==> config.mk <==
export PLATFORM = sky130hd
export DESIGN_NAME = signed_divider_quotient_remainder_unit_flat
export DESIGN_NICKNAME = d
export VERILOG_FILES = /design/src/hdl/sdqr_pkg.sv /design/src/hdl/sdqr_if.sv /design/src/hdl/sdqr_ctrl.sv /design/src/hdl/sdqr_dp.sv /design/src/hdl/signed_divider_quotient_remainder_unit.sv /design/src/flat_wrapper.sv
export SDC_FILE = /design/constraint.sdc
export NUM_CORES = 1
export LEC_CHECK = 0
export ABC_CLOCK_PERIOD_IN_PS = 12850
export BUFFER_PORTS_ARGS = -buffer_cell sky130_fd_sc_hd__buf_2
export CORE_MARGIN = 10
export CORE_UTILIZATION = 38
export CTS_BUF_LIST = sky130_fd_sc_hd__clkbuf_16
export CTS_CLUSTER_SIZE = 30
export DETAILED_ROUTE_END_ITERATION = 16
export PLACE_DENSITY = 0.57
export SYNTH_ARGS = -nofsm -noshare
export SYNTH_HDL_FRONTEND = slang
export SYNTH_SLANG_ARGS = --single-unit
export TNS_END_PERCENT = 20
==> constraint.sdc <==
create_clock -name clock -period 12.85 [get_ports clock]
set_input_delay 2.57 -clock clock [delete_from_list [all_inputs] [get_ports clock]]
set_output_delay 2.57 -clock clock [all_outputs]
set_load 0.05 [all_outputs]
==> src/hdl/sdqr_pkg.sv <==
// sdqr_pkg: shared types and constants of the signed divider
// no dependencies
`timescale 1ns / 1ps
`default_nettype none

package sdqr_pkg;

   localparam int FIELD_W = 64;

   typedef enum logic [1:0] {
      ST_OK   = 2'd0,
      ST_DIV0 = 2'd1,
      ST_OVF  = 2'd2
   } status_type;

   // how the current transaction is finished
   typedef enum logic [1:0] {
      K_NORMAL = 2'd0,
      K_ZERO   = 2'd1,
      K_DIV0   = 2'd2,
      K_OVF    = 2'd3
   } kind_type;

   typedef struct packed {
      logic load;
      logic prep;
      logic step;
      logic fix;
   } dp_cmd_type;

   typedef struct packed {
      logic special;
   } dp_status_type;

endpackage

`default_nettype wire

==> src/hdl/sdqr_if.sv <==
// sdqr_req_if, sdqr_rsp_if: valid/ready channels of the signed divider
// depends on sdqr_pkg
`timescale 1ns / 1ps
`default_nettype none

interface sdqr_req_if;
   import sdqr_pkg::*;
   logic                      valid;
   logic                      ready;
   logic signed [FIELD_W-1:0] dividend;
   logic signed [FIELD_W-1:0] divisor;
   modport source (output valid, output dividend, output divisor, input ready);
   modport sink   (input valid, input dividend, input divisor, output ready);
endinterface

interface sdqr_rsp_if;
   import sdqr_pkg::*;
   logic                      valid;
   logic                      ready;
   logic signed [FIELD_W-1:0] quotient;
   logic signed [FIELD_W-1:0] remainder;
   status_type                status;
   modport source (output valid, output quotient, output remainder, output status,
                   input ready);
   modport sink   (input valid, input quotient, input remainder, input status,
                   output ready);
endinterface

`default_nettype wire

==> src/hdl/sdqr_ctrl.sv <==
// sdqr_ctrl: sequencing state machine of the signed divider
// depends on sdqr_pkg
`timescale 1ns / 1ps
`default_nettype none

module sdqr_ctrl #(
   parameter int DATA_WIDTH = 64
) (
   input  wire                      clock,
   input  wire                      reset,
   input  wire                      req_valid,
   output logic                     req_ready,
   output logic                     rsp_valid,
   input  wire                      rsp_ready,
   input  sdqr_pkg::dp_status_type  dp_status,
   output sdqr_pkg::dp_cmd_type     dp_cmd
);
   import sdqr_pkg::*;

   localparam int CNT_W = $clog2(DATA_WIDTH);

   typedef enum logic [3:0] {
      S_IDLE   = 4'b0001,
      S_PREP   = 4'b0010,
      S_ITER   = 4'b0100,
      S_FINISH = 4'b1000
   } state_type;

   state_type        state_ff, state_in;
   logic [CNT_W-1:0] cnt_ff, cnt_in;
   logic             rsp_valid_ff, rsp_valid_in;
   logic             out_free;

   assign out_free  = !rsp_valid_ff || rsp_ready;
   assign req_ready = (state_ff == S_IDLE);
   assign rsp_valid = rsp_valid_ff;

   always_comb begin
      state_in     = state_ff;
      cnt_in       = cnt_ff;
      rsp_valid_in = rsp_valid_ff && !rsp_ready;
      dp_cmd       = '0;
      case (state_ff)
         S_IDLE: begin
            if (req_valid) begin
               dp_cmd.load = 1'b1;
               state_in    = S_PREP;
            end
         end
         S_PREP: begin
            dp_cmd.prep = 1'b1;
            cnt_in      = CNT_W'(DATA_WIDTH - 1);
            state_in    = dp_status.special ? S_FINISH : S_ITER;
         end
         S_ITER: begin
            dp_cmd.step = 1'b1;
            cnt_in      = cnt_ff - 1'b1;
            if (cnt_ff == '0) begin
               state_in = S_FINISH;
            end
         end
         S_FINISH: begin
            if (out_free) begin
               dp_cmd.fix   = 1'b1;
               rsp_valid_in = 1'b1;
               state_in     = S_IDLE;
            end
         end
         default: begin
            state_in = S_IDLE;
         end
      endcase
   end

   always_ff @(posedge clock) begin
      if (reset) begin
         state_ff     <= S_IDLE;
         cnt_ff       <= '0;
         rsp_valid_ff <= 1'b0;
      end else begin
         state_ff     <= state_in;
         cnt_ff       <= cnt_in;
         rsp_valid_ff <= rsp_valid_in;
      end
   end

   a_accept_prep: assert property (@(posedge clock) disable iff (reset)
      req_valid && req_ready |=> state_ff == S_PREP)
      else $error("accepted transaction did not enter prep");

   a_prep_iter: assert property (@(posedge clock) disable iff (reset)
      state_ff == S_PREP && !dp_status.special
      |=> state_ff == S_ITER && cnt_ff == CNT_W'(DATA_WIDTH - 1))
      else $error("iteration not started with full count");

   a_iter_end: assert property (@(posedge clock) disable iff (reset)
      state_ff == S_ITER && cnt_ff == '0 |=> state_ff == S_FINISH)
      else $error("iteration did not end after last bit");

   a_fix_valid: assert property (@(posedge clock) disable iff (reset)
      dp_cmd.fix |=> rsp_valid_ff)
      else $error("finished result not presented");

   a_fix_free: assert property (@(posedge clock) disable iff (reset)
      dp_cmd.fix |-> out_free)
      else $error("result register overwritten before taken");

endmodule

`default_nettype wire

==> src/hdl/sdqr_dp.sv <==
// sdqr_dp: operand, shift-subtract and result registers of the signed divider
// depends on sdqr_pkg
`timescale 1ns / 1ps
`default_nettype none

module sdqr_dp #(
   parameter int DATA_WIDTH = 64
) (
   input  wire                                  clock,
   input  wire  [sdqr_pkg::FIELD_W-1:0]         dividend,
   input  wire  [sdqr_pkg::FIELD_W-1:0]         divisor,
   input  sdqr_pkg::dp_cmd_type                 dp_cmd,
   output sdqr_pkg::dp_status_type              dp_status,
   output logic signed [sdqr_pkg::FIELD_W-1:0]  quotient,
   output logic signed [sdqr_pkg::FIELD_W-1:0]  remainder,
   output sdqr_pkg::status_type                 status
);
   import sdqr_pkg::*;

   localparam int W = DATA_WIDTH;
   localparam logic [W-1:0] MOST_NEG = {1'b1, {(W-1){1'b0}}};

   logic [W-1:0]         a_ff, a_in, b_ff, b_in;
   logic [W-1:0]         dq_ff, dq_in, mb_ff, mb_in, r_ff, r_in;
   logic                 neg_a_ff, neg_a_in, neg_b_ff, neg_b_in;
   kind_type             kind_ff, kind_in, kind_new;
   logic [FIELD_W-1:0]   quot_ff, quot_in, rem_ff, rem_in;
   status_type           status_ff, status_in;
   logic [W:0]           r_shift, diff;
   logic [W-1:0]         q_fix, r_fix;

   always_comb begin
      if (b_ff == '0) begin
         kind_new = K_DIV0;
      end else if (a_ff == '0) begin
         kind_new = K_ZERO;
      end else if (a_ff == MOST_NEG && b_ff == '1) begin
         kind_new = K_OVF;
      end else begin
         kind_new = K_NORMAL;
      end
   end

   assign dp_status.special = (kind_new != K_NORMAL);

   assign r_shift = {r_ff, dq_ff[W-1]};
   assign diff    = r_shift - {1'b0, mb_ff};
   assign q_fix   = (neg_a_ff ^ neg_b_ff) ? W'(0) - dq_ff : dq_ff;
   assign r_fix   = neg_a_ff ? W'(0) - r_ff : r_ff;

   always_comb begin
      a_in      = a_ff;
      b_in      = b_ff;
      neg_a_in  = neg_a_ff;
      neg_b_in  = neg_b_ff;
      kind_in   = kind_ff;
      dq_in     = dq_ff;
      mb_in     = mb_ff;
      r_in      = r_ff;
      quot_in   = quot_ff;
      rem_in    = rem_ff;
      status_in = status_ff;
      if (dp_cmd.load) begin
         a_in = dividend[W-1:0];
         b_in = divisor[W-1:0];
      end
      if (dp_cmd.prep) begin
         neg_a_in = a_ff[W-1];
         neg_b_in = b_ff[W-1];
         kind_in  = kind_new;
         dq_in    = a_ff[W-1] ? W'(0) - a_ff : a_ff;
         mb_in    = b_ff[W-1] ? W'(0) - b_ff : b_ff;
         r_in     = '0;
      end
      if (dp_cmd.step) begin
         if (!diff[W]) begin
            r_in  = diff[W-1:0];
            dq_in = {dq_ff[W-2:0], 1'b1};
         end else begin
            r_in  = r_shift[W-1:0];
            dq_in = {dq_ff[W-2:0], 1'b0};
         end
      end
      if (dp_cmd.fix) begin
         case (kind_ff)
            K_NORMAL: begin
               quot_in   = FIELD_W'($signed(q_fix));
               rem_in    = FIELD_W'($signed(r_fix));
               status_in = ST_OK;
            end
            K_OVF: begin
               quot_in   = FIELD_W'($signed(~MOST_NEG));
               rem_in    = '0;
               status_in = ST_OVF;
            end
            K_DIV0: begin
               quot_in   = '0;
               rem_in    = '0;
               status_in = ST_DIV0;
            end
            default: begin
               quot_in   = '0;
               rem_in    = '0;
               status_in = ST_OK;
            end
         endcase
      end
   end

   always_ff @(posedge clock) begin
      a_ff      <= a_in;
      b_ff      <= b_in;
      neg_a_ff  <= neg_a_in;
      neg_b_ff  <= neg_b_in;
      kind_ff   <= kind_in;
      dq_ff     <= dq_in;
      mb_ff     <= mb_in;
      r_ff      <= r_in;
      quot_ff   <= quot_in;
      rem_ff    <= rem_in;
      status_ff <= status_in;
   end

   assign quotient  = quot_ff;
   assign remainder = rem_ff;
   assign status    = status_ff;

endmodule

`default_nettype wire

==> src/hdl/signed_divider_quotient_remainder_unit.sv <==
// signed_divider_quotient_remainder_unit: signed restoring divider, quotient and remainder
// depends on sdqr_pkg, sdqr_if, sdqr_ctrl, sdqr_dp
//
//   channel  dir  transaction
//   req_ch   in   dividend, divisor
//   rsp_ch   out  quotient, remainder, status
//
// operands load at the accept edge; a normal transaction then runs to its result through
// one sign/magnitude prep, DATA_WIDTH shift-subtract steps and one sign fix-up
// zero divisor, zero dividend and overflow skip the steps: prep, then fix-up
// one transaction at a time; the next is accepted once the fix-up is done
// a new transaction is accepted while the previous result waits on rsp_ch;
// the fix-up stalls until that result is taken
// reset is synchronous and clears only the controller
`timescale 1ns / 1ps
`default_nettype none

module signed_divider_quotient_remainder_unit #(
   parameter int DATA_WIDTH = 64
) (
   input  wire        clock,
   input  wire        reset,
   sdqr_req_if.sink   req_ch,
   sdqr_rsp_if.source rsp_ch
);
   import sdqr_pkg::*;

   dp_cmd_type    dp_cmd;
   dp_status_type dp_status;

   sdqr_ctrl #(
      .DATA_WIDTH (DATA_WIDTH)
   ) u_ctrl (
      .clock     (clock),
      .reset     (reset),
      .req_valid (req_ch.valid),
      .req_ready (req_ch.ready),
      .rsp_valid (rsp_ch.valid),
      .rsp_ready (rsp_ch.ready),
      .dp_status (dp_status),
      .dp_cmd    (dp_cmd)
   );

   sdqr_dp #(
      .DATA_WIDTH (DATA_WIDTH)
   ) u_dp (
      .clock     (clock),
      .dividend  (req_ch.dividend),
      .divisor   (req_ch.divisor),
      .dp_cmd    (dp_cmd),
      .dp_status (dp_status),
      .quotient  (rsp_ch.quotient),
      .remainder (rsp_ch.remainder),
      .status    (rsp_ch.status)
   );

endmodule

`default_nettype wire
==> src/flat_wrapper.sv <==
// flat-port wrapper written by rule: the top's interface ports become plain ports
module signed_divider_quotient_remainder_unit_flat import sdqr_pkg::*;
#(
   parameter int DATA_WIDTH = 64
)
  (clock, reset, req_ch_valid, req_ch_dividend, req_ch_divisor, req_ch_ready, rsp_ch_valid, rsp_ch_quotient, rsp_ch_remainder, rsp_ch_status, rsp_ch_ready);
  sdqr_req_if req_ch_i ();
  sdqr_rsp_if rsp_ch_i ();
  input  wire clock;
  input  wire reset;
  input wire logic [$bits(req_ch_i.valid)-1:0] req_ch_valid;
  input wire logic [$bits(req_ch_i.dividend)-1:0] req_ch_dividend;
  input wire logic [$bits(req_ch_i.divisor)-1:0] req_ch_divisor;
  output wire logic [$bits(req_ch_i.ready)-1:0] req_ch_ready;
  output wire logic [$bits(rsp_ch_i.valid)-1:0] rsp_ch_valid;
  output wire logic [$bits(rsp_ch_i.quotient)-1:0] rsp_ch_quotient;
  output wire logic [$bits(rsp_ch_i.remainder)-1:0] rsp_ch_remainder;
  output wire logic [$bits(rsp_ch_i.status)-1:0] rsp_ch_status;
  input wire logic [$bits(rsp_ch_i.ready)-1:0] rsp_ch_ready;
  assign req_ch_i.valid = req_ch_valid;
  assign req_ch_i.dividend = req_ch_dividend;
  assign req_ch_i.divisor = req_ch_divisor;
  assign req_ch_ready = req_ch_i.ready;
  assign rsp_ch_valid = rsp_ch_i.valid;
  assign rsp_ch_quotient = rsp_ch_i.quotient;
  assign rsp_ch_remainder = rsp_ch_i.remainder;
  assign rsp_ch_status = rsp_ch_i.status;
  assign rsp_ch_i.ready = rsp_ch_ready;
  signed_divider_quotient_remainder_unit #(.DATA_WIDTH(DATA_WIDTH)) u_core (.clock(clock), .reset(reset), .req_ch(req_ch_i), .rsp_ch(rsp_ch_i));
endmodule
==> reports/metrics.yaml <==
grt_max_degree: 87
wirelength_mm: 74.8
vdd_drop_max_uv: 93.8
rsz0062_at_grt: "no"
setup_viol: 0
nFillCells: 6441
antenna_found_initial: 12
dp_hpwl_mm: 56.8
grt_pass1_vias: 19200
dieHeight_um: 282
regToRegSetupSlack_ps: 8000
finalCritPeriodShare_pct: 37.8
slew_viol_final: 0
drive_gt1_share_pct: 14.8
ant_nets: 0
ys_warn_count: 0
synth_seq_cells: 465
layout_setup_ws_ps: 8000
status: "completed"
p_leak_nw: 10.7
pre_cts_ws_ps: 8020
worstMarginPinSlew_ps: 1200
cts_sinks: 465
cap_violations: 0
worstSetupStartpoint: "u_core.u_dp.r_ff[12]"
first_iter_violations: 1542
drc: 0
vias_per_cell: 5.45
clk_latency_ps: 610
clock.fmax_mhz: 206
grt_usage_pct: 18.4
cts_setup_buffers: 0
synth_edf_count: 454
hold_viol: 0
dieArea_um2: 79500
path_clk_slew_ps: 60
port_buffers: 263
cts-htree-levels: 2
ys.flop_type: "edfxtp_1"
ys_seq_area_share_pct: 53.1
cp.arrival_ps: 5210
power.density_nw_per_um2: 116
layout.nets: 2853
area_growth_pct: 15.0
synth_fp_nets: 2614
async_flop_share_pct: 0
path_cells: "or4_1, nor4_1, nand4b_1, or4_4, or4_1, or3_4, or4_4, o31ai_4, xnor2_1, and2_1"
routedWlPerCell_um: 21.0
hp-class: "reg -> reg"
reg2reg_from: "u_core.u_dp.r_ff[12]"
final.min_clock_period_ps: 4850
start_kind: "flop"
root_buffer: "clkbuf_16"
cts.repair.resized: 0
clockBufferDepth: 3
slew_headroom_pct: 19.1
finalClockSkew_ps: 21.8
cts_hold_buf: 0
vias: 19400
hp-start: "u_core.u_ctrl.cnt_ff[5]"
crit_path_max_incr_delay_ps: 660
crit_fanout: 6
cp.required_ps: 13200
final_common_cell: "edfxtp_1"
crit_path_end_kind: "flop"
num_rows: 95
cp_slowest_cell: "or4_4"
avgSynthCellArea_um2: 10.8
fin_tns_setup_ps: 0
firstDrtPassIters: 6
path_buf_inv: 0
path_class: "reg -> reg"
die_x_um: 282
hold_ws_ps: 487
grt_pass1_wl_mm: 114
netlist_area_um2: 26100
crit_family: "simple AND/OR/NAND/NOR gates"
cts_buffers: 51
postSynthCellCount: 2407
overflow: 0
final_cell_mix: "454 x edfxtp_1, 263 x buf_2, 232 x o21ai_0, 198 x nand2_1, 185 x xnor2_1"
core_area_um2: 67600
synth_cell_types: 63
ios: 264
gp_congestion: 0.924
cts_tree: "yes"
initial_utilization_pct: 38.6
-- Yosys cell counts, drive strengths merged, types with 6 or more instances --
cell,number,area share [%]
o211ai,6,0.17
nand2b,27,0.65
xnor2,187,6.3
xor2,116,3.9
a211oi,16,0.46
or3,44,1.1
nand4,40,0.96
o21ai,233,4.5
edfxtp,454,52
o31ai,63,1.9
mux2i,49,1.9
nor2b,13,0.31
buf,10,0.14
o21a,13,0.37
o41ai,33,1.1
nand2,198,2.8
a21oi,99,1.9
a21boi,9,0.26
nor3,48,0.92
nand3b,7,0.20
ha,74,3.6
and2,72,1.7
or2,10,0.24
o22ai,7,0.17
a31oi,20,0.48
clkbuf,88,1.3
nand3,26,0.50
and3,14,0.34
nor4,29,0.70
a21o,36,1.0
or4,44,1.3
nor2,153,2.2
inv,95,1.4
dfxtp,11,0.84
o21bai,13,0.37
-- worst paths after layout --
check	to	cells past startpoint
worst max-delay path	u_core.u_dp.remainder[60]	10
worst min-delay path	u_core.u_ctrl.cnt_ff[5]	1
worst max register to register	u_core.u_dp.remainder[60]	10
worst min register to register	u_core.u_ctrl.cnt_ff[5]	1
-- flip-flops by register name, indices dropped and copies added (netlist names) --
signal	count
u_core.u_ctrl.cnt_ff	6
u_core.u_ctrl.rsp_valid	1
u_core.u_ctrl.state_ff	4
u_core.u_dp.a_ff	64
u_core.u_dp.b_ff	64
u_core.u_dp.dq_ff	64
u_core.u_dp.kind_ff	2
u_core.u_dp.mb_ff	64
u_core.u_dp.neg_a_ff	1
u_core.u_dp.neg_b_ff	1
u_core.u_dp.quotient	64
u_core.u_dp.r_ff	64
u_core.u_dp.remainder	64
u_core.u_dp.status	2
-- worst reg2reg max path: stages, from the launching register on --
cell and delay (ps):
edfxtp_1 440, or4_1 640, nor4_1 590, nand4b_1 430, or4_4 660, or4_1 470, or3_4 410, or4_4 520
o31ai_4 210, xnor2_1 80, and2_1 160
-- where the power goes --
group          internal, mW  switching [mW]  total (mW)
clock                 0.804           0.636        1.44
combinational         0.106           0.151       0.256
sequential             1.72          0.0462        1.77
total                  2.63           0.833        3.46
-- through the flow --
stage	cell area [um2]	instances	power, mW	util (%)
6_report	30000	3564	3.46	44.3
4_1_cts	30000	3561	3.50	44.3
2_1_floorplan	26100	2407	1.97	-
3_5_place_dp	28300	3466	2.06	41.9
5_1_grt	30000	3561	3.59	44.3
3_3_place_gp	28300	3466	2.05	41.9
-- cells by family after synthesis --
group / share of synthesized area (%)
AO/OA/AOI/OAI: 13.8
XOR/XNOR: 10.2
flip-flops: 53.1
buffers and inverters: 2.78
adder cells (fa/ha/maj): 3.63
AND/OR/NAND/NOR: 14.6
multiplexers: 1.92
-- metal layers --
layer  routed length [um]  track usage (%)  vias to the layer above
met2                34300             29.5                      569
met4                 1410             4.02                       18
li1                     -                -                     9422
met3                 5070             3.91                      114
met5                   92                0                        -
met1                33900             25.3                     9301
-- layout make-up --
cell class | instances | area, um2 | share of cell area, %
Antenna cell | 3 | 7.51 | 0.0250
Clock buffer | 52 | 1300 | 4.34
Clock inverter | 43 | 345 | 1.15
Inverter | 95 | 364 | 1.21
Multi-Input combinational cell | 1749 | 11600 | 38.5
Sequential cell | 465 | 13900 | 46.2
Tap cell | 873 | 1090 | 3.64
Timing Repair Buffer | 284 | 1470 | 4.91
Note: power is estimated with default switching activity, not from simulation.
